<file path="src/rtl/lpht_pkg.sv">
// ----------------------------------------------------------------------------
// lpht_pkg
// Shared types, constants and key functions of the linear-probe hash table.
// ----------------------------------------------------------------------------
`default_nettype none

package lpht_pkg;

	localparam int SLOTS     = 16;
	localparam int KEY_CHARS = 8;

	localparam int KEY_W    = 64;
	localparam int VALUE_W  = 64;
	localparam int MODE_W   = 1;
	localparam int STATUS_W = 2;
	localparam int SLOT_W   = 4;

	localparam int IN_DATA_W  = ((KEY_W + VALUE_W + 7) / 8) * 8;
	localparam int OUT_DATA_W = ((VALUE_W + SLOT_W + 7) / 8) * 8;

	localparam int IDX_W = (SLOTS > 1) ? $clog2(SLOTS) : 1;
	localparam int CNT_W = $clog2(SLOTS + 1);

	localparam int HASH_WEIGHT = 31;
	localparam int HASH_MAX    = 255 * HASH_WEIGHT * KEY_CHARS;
	localparam int HASH_W      = $clog2(HASH_MAX + 1);

	// floor(h / SLOTS) == (h * RECIP_K) >> RECIP_SH for every HASH_W-bit h
	localparam int     RECIP_SH = HASH_W + IDX_W;
	localparam int     RECIP_W  = HASH_W + 1;
	localparam int     PROD_W   = HASH_W + RECIP_W;
	localparam longint RECIP    = ((longint'(1) << RECIP_SH) + SLOTS - 1) / SLOTS;
	localparam logic [RECIP_W-1:0] RECIP_K = RECIP_W'(RECIP);

	localparam bit SLOTS_POW2 = ((SLOTS & (SLOTS - 1)) == 0);

	localparam logic [MODE_W-1:0] MODE_INSERT = 1'b0;

	typedef enum logic [STATUS_W-1:0] {
		ST_INSERTED  = 2'd0,
		ST_FOUND     = 2'd1,
		ST_NOT_FOUND = 2'd2,
		ST_FULL      = 2'd3
	} status_t;

	typedef struct packed {
		logic               occ;
		logic [KEY_W-1:0]   key;
		logic [VALUE_W-1:0] value;
	} entry_t;

	// keep bytes up to the first zero byte, at most KEY_CHARS of them
	function automatic logic [KEY_W-1:0] key_norm(input logic [KEY_W-1:0] raw);
		logic [KEY_W-1:0] res;
		logic             alive;
		res   = '0;
		alive = 1'b1;
		for (int p = 0; p < KEY_CHARS; p++) begin
			if (raw[8*p +: 8] == 8'd0) begin
				alive = 1'b0;
			end
			if (alive) begin
				res[8*p +: 8] = raw[8*p +: 8];
			end
		end
		return res;
	endfunction

	// sum of char * (31 xor position); bytes after the end are already zero
	function automatic logic [HASH_W-1:0] key_hash(input logic [KEY_W-1:0] key);
		logic [HASH_W-1:0] h;
		h = '0;
		for (int p = 0; p < KEY_CHARS; p++) begin
			h = h + HASH_W'(HASH_W'(key[8*p +: 8]) * HASH_W'(HASH_WEIGHT ^ p));
		end
		return h;
	endfunction

endpackage

`default_nettype wire

</file>
<file path="src/rtl/linear_probe_hash_table_core.sv">
// ----------------------------------------------------------------------------
// linear_probe_hash_table_core
// Key-value table, open addressing with linear probing, one request at a time.
// ----------------------------------------------------------------------------
// Usage:
//   Request beats enter on s_axis: tuser is the mode (insert or lookup),
//   tdata holds the key (low 64 bits) and the value (next 64 bits).
//   One result beat per request leaves on m_axis: tuser is the status,
//   tdata holds the found value and the slot index.
//   The table lives in one synchronous RAM of SLOTS entries (occupied flag,
//   key, value), read one slot per cycle. A request goes from accept
//   through a start step and P = 1..SLOTS probes to the result register;
//   with a slot count that is not a power of two, a quotient and a remainder
//   step reduce the hash first. A full-table insert skips the probes.
//   The next request is taken once the previous one has reached the
//   output register, which holds the result while m_axis_tready is low.
//   After reset the block clears the RAM, one slot per cycle, with
//   s_axis_tready low.
// ----------------------------------------------------------------------------
`default_nettype none

module linear_probe_hash_table_core (
	input  logic                            clk,
	input  logic                            arst_n,
	input  logic                            s_axis_tvalid,
	output logic                            s_axis_tready,
	input  logic [lpht_pkg::IN_DATA_W-1:0]  s_axis_tdata,  // key, value
	input  logic [lpht_pkg::MODE_W-1:0]     s_axis_tuser,  // mode
	output logic                            m_axis_tvalid,
	input  logic                            m_axis_tready,
	output logic [lpht_pkg::OUT_DATA_W-1:0] m_axis_tdata,  // found_value, slot_index, pad
	output logic [lpht_pkg::STATUS_W-1:0]   m_axis_tuser   // status
);
	import lpht_pkg::*;

	typedef enum logic [5:0] {
		S_CLEAR  = 6'b000001,
		S_IDLE   = 6'b000010,
		S_REDUCE = 6'b000100,
		S_START  = 6'b001000,
		S_PROBE  = 6'b010000,
		S_DONE   = 6'b100000
	} state_t;

	state_t              state_q;
	logic [IDX_W-1:0]    clr_q;
	logic                step_q;
	logic [IDX_W-1:0]    n_q;
	logic [CNT_W-1:0]    count_q;
	logic                m_valid_q;

	logic [MODE_W-1:0]   mode_q;
	logic [KEY_W-1:0]    key_q;
	logic [VALUE_W-1:0]  value_q;
	logic [HASH_W-1:0]   rem_q;
	logic [HASH_W-1:0]   quo_q;
	logic [IDX_W-1:0]    idx_q;
	status_t             res_status_q;
	logic [VALUE_W-1:0]  res_value_q;
	logic [SLOT_W-1:0]   res_slot_q;
	logic [OUT_DATA_W-1:0] m_data_q;
	logic [STATUS_W-1:0] m_user_q;

	entry_t              mem [SLOTS];
	entry_t              rd_q;
	logic                wr_en;
	logic [IDX_W-1:0]    wr_addr;
	entry_t              wr_data;
	logic [IDX_W-1:0]    rd_addr;

	logic                in_acc;
	logic [KEY_W-1:0]    in_key;
	logic [HASH_W-1:0]   in_hash;
	logic                tbl_full;
	logic [IDX_W-1:0]    idx_nxt;
	logic                is_ins;
	logic                slot_free;
	logic                key_hit;
	logic                last_probe;
	logic                probe_end;
	logic [PROD_W-1:0]   prod;
	logic [HASH_W-1:0]   rem_nxt;
	logic                out_load;

	assign s_axis_tready = (state_q == S_IDLE);
	assign in_acc        = s_axis_tvalid && s_axis_tready;
	assign in_key        = key_norm(s_axis_tdata[KEY_W-1:0]);
	assign in_hash       = key_hash(in_key);
	assign tbl_full      = (count_q == CNT_W'(SLOTS));

	assign idx_nxt    = (idx_q == IDX_W'(SLOTS - 1)) ? '0 : idx_q + 1'b1;
	assign is_ins     = (mode_q == MODE_INSERT);
	assign slot_free  = !rd_q.occ;
	assign key_hit    = rd_q.occ && (rd_q.key == key_q);
	assign last_probe = (n_q == IDX_W'(SLOTS - 1));
	assign probe_end  = slot_free || (!is_ins && key_hit) || last_probe;

	// hash mod SLOTS: reciprocal multiply, then multiply back and subtract
	assign prod    = PROD_W'(rem_q) * PROD_W'(RECIP_K);
	assign rem_nxt = rem_q - HASH_W'(quo_q * HASH_W'(SLOTS));

	assign out_load = (state_q == S_DONE) && (!m_valid_q || m_axis_tready);

	always_comb begin
		wr_en   = 1'b0;
		wr_addr = idx_q;
		wr_data = '{occ: 1'b1, key: key_q, value: value_q};
		rd_addr = idx_q;
		if (state_q == S_CLEAR) begin
			wr_en   = 1'b1;
			wr_addr = clr_q;
			wr_data = '0;
		end else if (state_q == S_PROBE) begin
			wr_en   = is_ins && slot_free;
			rd_addr = idx_nxt;
		end
	end

	always_ff @(posedge clk) begin
		if (wr_en) begin
			mem[wr_addr] <= wr_data;
		end
		rd_q <= mem[rd_addr];
	end

	always_ff @(posedge clk or negedge arst_n) begin
		if (!arst_n) begin
			state_q   <= S_CLEAR;
			clr_q     <= '0;
			step_q    <= 1'b0;
			n_q       <= '0;
			count_q   <= '0;
			m_valid_q <= 1'b0;
		end else begin
			if (out_load) begin
				m_valid_q <= 1'b1;
			end else if (m_axis_tready) begin
				m_valid_q <= 1'b0;
			end
			unique case (state_q)
				S_CLEAR: begin
					clr_q <= clr_q + 1'b1;
					if (clr_q == IDX_W'(SLOTS - 1)) begin
						state_q <= S_IDLE;
					end
				end
				S_IDLE: begin
					if (in_acc) begin
						if (s_axis_tuser == MODE_INSERT && tbl_full) begin
							state_q <= S_DONE;
						end else if (SLOTS_POW2) begin
							state_q <= S_START;
						end else begin
							step_q  <= 1'b0;
							state_q <= S_REDUCE;
						end
					end
				end
				S_REDUCE: begin
					step_q <= 1'b1;
					if (step_q) begin
						state_q <= S_START;
					end
				end
				S_START: begin
					n_q     <= '0;
					state_q <= S_PROBE;
				end
				S_PROBE: begin
					n_q <= n_q + 1'b1;
					if (probe_end) begin
						state_q <= S_DONE;
						if (is_ins && slot_free) begin
							count_q <= count_q + 1'b1;
						end
					end
				end
				S_DONE: begin
					if (out_load) begin
						state_q <= S_IDLE;
					end
				end
				default: begin
					state_q <= S_CLEAR;
				end
			endcase
		end
	end

	always_ff @(posedge clk) begin
		if (in_acc) begin
			mode_q       <= s_axis_tuser;
			key_q        <= in_key;
			value_q      <= s_axis_tdata[KEY_W +: VALUE_W];
			rem_q        <= in_hash;
			idx_q        <= in_hash[IDX_W-1:0];
			res_status_q <= ST_FULL;
			res_value_q  <= '0;
			res_slot_q   <= '0;
		end
		if (state_q == S_REDUCE) begin
			if (!step_q) begin
				quo_q <= HASH_W'(prod >> RECIP_SH);
			end else begin
				idx_q <= rem_nxt[IDX_W-1:0];
			end
		end
		if (state_q == S_PROBE) begin
			if (!probe_end) begin
				idx_q <= idx_nxt;
			end else if (is_ins) begin
				res_status_q <= slot_free ? ST_INSERTED : ST_FULL;
				res_value_q  <= '0;
				res_slot_q   <= slot_free ? SLOT_W'(idx_q) : '0;
			end else begin
				res_status_q <= key_hit ? ST_FOUND : ST_NOT_FOUND;
				res_value_q  <= key_hit ? rd_q.value : '0;
				res_slot_q   <= key_hit ? SLOT_W'(idx_q) : '0;
			end
		end
		if (out_load) begin
			m_data_q <= OUT_DATA_W'({res_slot_q, res_value_q});
			m_user_q <= res_status_q;
		end
	end

	assign m_axis_tvalid = m_valid_q;
	assign m_axis_tdata  = m_data_q;
	assign m_axis_tuser  = m_user_q;

endmodule

`default_nettype wire

</file>
<file path="config.mk">
export PLATFORM = sky130hd
export DESIGN_NAME = linear_probe_hash_table_core
export DESIGN_NICKNAME = d
export VERILOG_FILES = /design/src/rtl/lpht_pkg.sv /design/src/rtl/linear_probe_hash_table_core.sv
export SDC_FILE = /design/constraint.sdc
export NUM_CORES = 2
export LEC_CHECK = 0
export ABC_AREA = 0
export BUFFER_PORTS_ARGS = -buffer_cell sky130_fd_sc_hd__buf_4
export CAP_MARGIN = 20
export CORE_ASPECT_RATIO = 0.7
export CORE_MARGIN = 2
export CORE_UTILIZATION = 45
export DETAILED_ROUTE_END_ITERATION = 8
export GPL_ROUTABILITY_DRIVEN = 0
export PLACE_DENSITY = 0.61
export SYNTH_ARGS = -nofsm -noshare
export SYNTH_HDL_FRONTEND = slang
export SYNTH_SLANG_ARGS = --single-unit
export TNS_END_PERCENT = 30
</file>
<file path="constraint.sdc">
create_clock -name clk -period 17.2 [get_ports clk]
set_clock_uncertainty 0.15 [all_clocks]
set_input_delay 0.86 -clock clk [delete_from_list [all_inputs] [get_ports clk]]
set_output_delay 0.86 -clock clk [all_outputs]
set_load 0.02 [all_outputs]
</file>
==> impl_metrics.ini <==
[routing]
num_vias = 58100
avgViaCountPerCell = 5.65
final_antenna_net_count = 0
drt-initial-drc-count = 6925
wl_per_cell_um = 25.0
first_pass_iters = 6
drt_wl_total_um = 256000
remaining_drc_errors = 0

[finish]
mostFrequentLayoutCell = edfxtp_1
final_cells = 10300
syn2layout_area_growth_pct = 13.3
final_cell_mix = edfxtp_1 (2263), nand2_1 (2058), nand3_1 (1078)
multi_input_area_mm2 = 0.0208
regArea_mm2 = 0.0725
final_cell_area_mm2 = 0.108
layout.nets = 7453
nFillCells = 17500
layout-drive-gt1-share_pct = 9.57

[setup_path]
startpoint_type = primary input
path_class = primary input to flop
timing.reg2reg.setup_slack_ns = 11.17
crit_path_end_kind = flop
crit_arrival_ns = 7.49
cp.required_ns = 17.79
worstRegToRegCells = 12
critical_path.max_fanout = 23
rr_endpoint = rd_q[19]
rr_startpoint = state_q[1]

[floorplan]
fp.dieW_um = 553
dieArea_mm2 = 0.215
rows = 141
core_area_mm2 = 0.210
initial_core_util_pct = 45.1
ios = 209
dieHeight_um = 388

[global_route]
gr-total-overflow = 0
first_global_vias = 54800
grt_usage_pct = 23.4
grt_max_degree = 181
antenna_found_initial = 13
grt_pass1_wl_um = 374000

[timing]
setup-violations-final = 0
drv_slew = 0
maxSlewHeadroom_pct = 22.4
hold_viol = 0
min_period_ns = 6.91
fin_setup_tns_ns = 0
hold_ws_ns = 0.0463
rsz0062_at_grt = no
period_share_pct = 40.2
worst-slew-pin-transition_ns = 1.16
clock.fmax_ghz = 0.145

[synthesis]
ys_types = 66
yosysSeqAreaShare_pct = 76.3
synth_top_area_share_pct = 71.5
synth-main-ff-cell = edfxtp_1
synth_area_mm2 = 0.0950
synthTopCellsByArea = edfxtp_1 (72%), nand2_1 (8.1%), nand3_1 (5.7%)
synth_area_per_cell_um2 = 13.4
synth-edff-count = 2263
async_flop_share_pct = 0.765
synthCells = 7108
yosys_warnings = 0
synth_seq_cells = 2485
synth_area_leader_cell = edfxtp_1

[status]
status = completed

[placed_design]
placed_cell_area_mm2 = 0.0994
dpl.cell_count = 9777
port_buffers = 204
dp.final_hpwl_um = 126000

[clocking]
clock_path_buffers = 4
clk_latency_ns = 0.88
tritoncts = done
cts-htree-levels = 4
clkTransAtPathRegs_ns = 0.06
cts_setup_buffers = 0
clkSinkCount = 2485
cts_root_buf = clkbuf_16
cts_made_buffers = 233

[job]
maxCapViolCount = 0

[power_and_ir_drop]
power_mw = 19.1
ir_drop_v = 0.000176
p_leak_nw = 37.8
power-per-cell-area_mw_per_mm2 = 178

[hold_path]
min_to = value_q[36]
whs_path_depth = 1
timing.hold.worst.start = s_axis_tdata[100]
hold_class = primary input to flop
[state kept, by name, indices dropped and copies added (netlist names)]
register       flops
res_status_q       2
res_slot_q         4
m_axis_tvalid      1
clr_q              4
value_q           64
key_q             64
m_axis_tdata      68
count_q            5
mode_q             1
idx_q              4
mem             2064
res_value_q       64
n_q                4
state_q            5
m_axis_tuser       2
rd_q             129
[per-stage QoR]
| stage | utilization, % | setup WS (ns) |
|---|---|---|
| after global routing | 51.1 | 9.89 |
| after CTS | 51.1 | 10.35 |
| after detailed placement | 47.2 | 9.89 |
| final | 51.1 | 10.29 |
| after global placement | 47.2 | 9.92 |
| after floorplan | - | 9.17 |
[Yosys cell counts, types with 2 or more instances]
cell type	instances
nand2b_1	4
nor3_1	9
xnor3_1	3
nor4_1	25
o2bb2ai_1	2
dfxtp_1	203
a221o_1	10
buf_1	28
fa_1	6
o21a_1	2
mux2_2	12
a31oi_1	145
xor2_1	30
a32oi_1	120
o32ai_1	12
nor3b_1	3
a22o_1	71
dfrtp_1	18
mux2i_1	21
a21oi_1	7
o22ai_1	10
nand4_1	10
ha_1	24
nand3b_1	3
edfxtp_1	2263
buf_2	76
buf_6	7
and2_1	160
nor2b_1	6
o21ai_0	11
nand3_1	1078
xnor2_1	45
and3_1	174
a2111oi_0	2
inv_1	41
buf_4	13
nor2_1	53
clkbuf_1	316
nand2_1	2058
[cell families (layout without fill, tap and decap cells)]
logic type                 count (synthesis)  after routing  share of synthesized area, %
and+or+nand+nor                         3592           3592                          16.7
DFF                                     2485           2485                          76.3
buffers and inverters                    482            856                          2.11
AOI/OAI and AO/OA                        403            403                          3.25
xor gates and xnor gates                  81             81                         0.834
muxes                                     34             34                         0.378
adders and majority gates                 30             30                         0.442
other                                      1              7                       0.00395
[what timing repair did]
action                    in CTS  in global routing
hold buffers                  66                  0
hold endpoints to repair      84                  0
resized for setup              0                  0
[where the power goes]
group / leakage [nW] / switching [mW] / internal (mW)
clock network: 3.73 / 2.23 / 2.92
registers: 22.6 / 0.285 / 8.11
logic: 11.5 / 4.16 / 1.41
total: 37.8 / 6.68 / 12.4
[metal layers]
layer	vias up	GRT usage, %	wire length (um)
met5	-	0	13
met1	29000	34.5	112000
li1	26200	-	-
met2	2464	35.7	116000
met4	2	6.53	6750
met3	389	4.04	21400
[worst max-delay path, cell delays in order]
cell	delay, ns
dlygate4sd3_1	0.54
buf_4	0.11
nor4_1	0.04
nand2_1	0.33
and3_1	0.76
and3_1	0.63
and2_1	0.28
ha_1	0.26
ha_1	0.28
ha_1	0.28
inv_1	0.05
fa_1	0.50
inv_1	0.05
fa_1	0.43
ha_1	0.29
ha_1	0.19
xnor2_1	0.13
xnor2_1	0.21
xnor3_1	0.36
xor3_1	0.38
xnor3_1	0.35
nor2_1	0.09
o22ai_1	0.08
[worst max path at each step]
stage | startpoint | end | slack [ns] | depth (start not counted)
6_report | s_axis_tdata[5] | idx_q[3] | 10.29 | 23
3_5_place_dp | s_axis_tdata[0] | idx_q[3] | 9.89 | 22
2_1_floorplan | state_q[4] | mem[0][0] | 9.17 | 8
4_1_cts | s_axis_tdata[7] | idx_q[3] | 10.35 | 23
5_1_grt | s_axis_tdata[7] | idx_q[3] | 9.89 | 23
3_3_place_gp | s_axis_tdata[17] | idx_q[3] | 9.92 | 22
[layout make-up]
class	instances	area share, %
well taps	2788	3.24
clock inverters	104	0.969
multi-input cells	4144	19.3
diodes	3	0.00697
repair buffers	384	2.92
flip-flops and latches	2485	67.3
clock buffers	326	6.07
inverters	42	0.158
(Power assumes the default switching activity.)
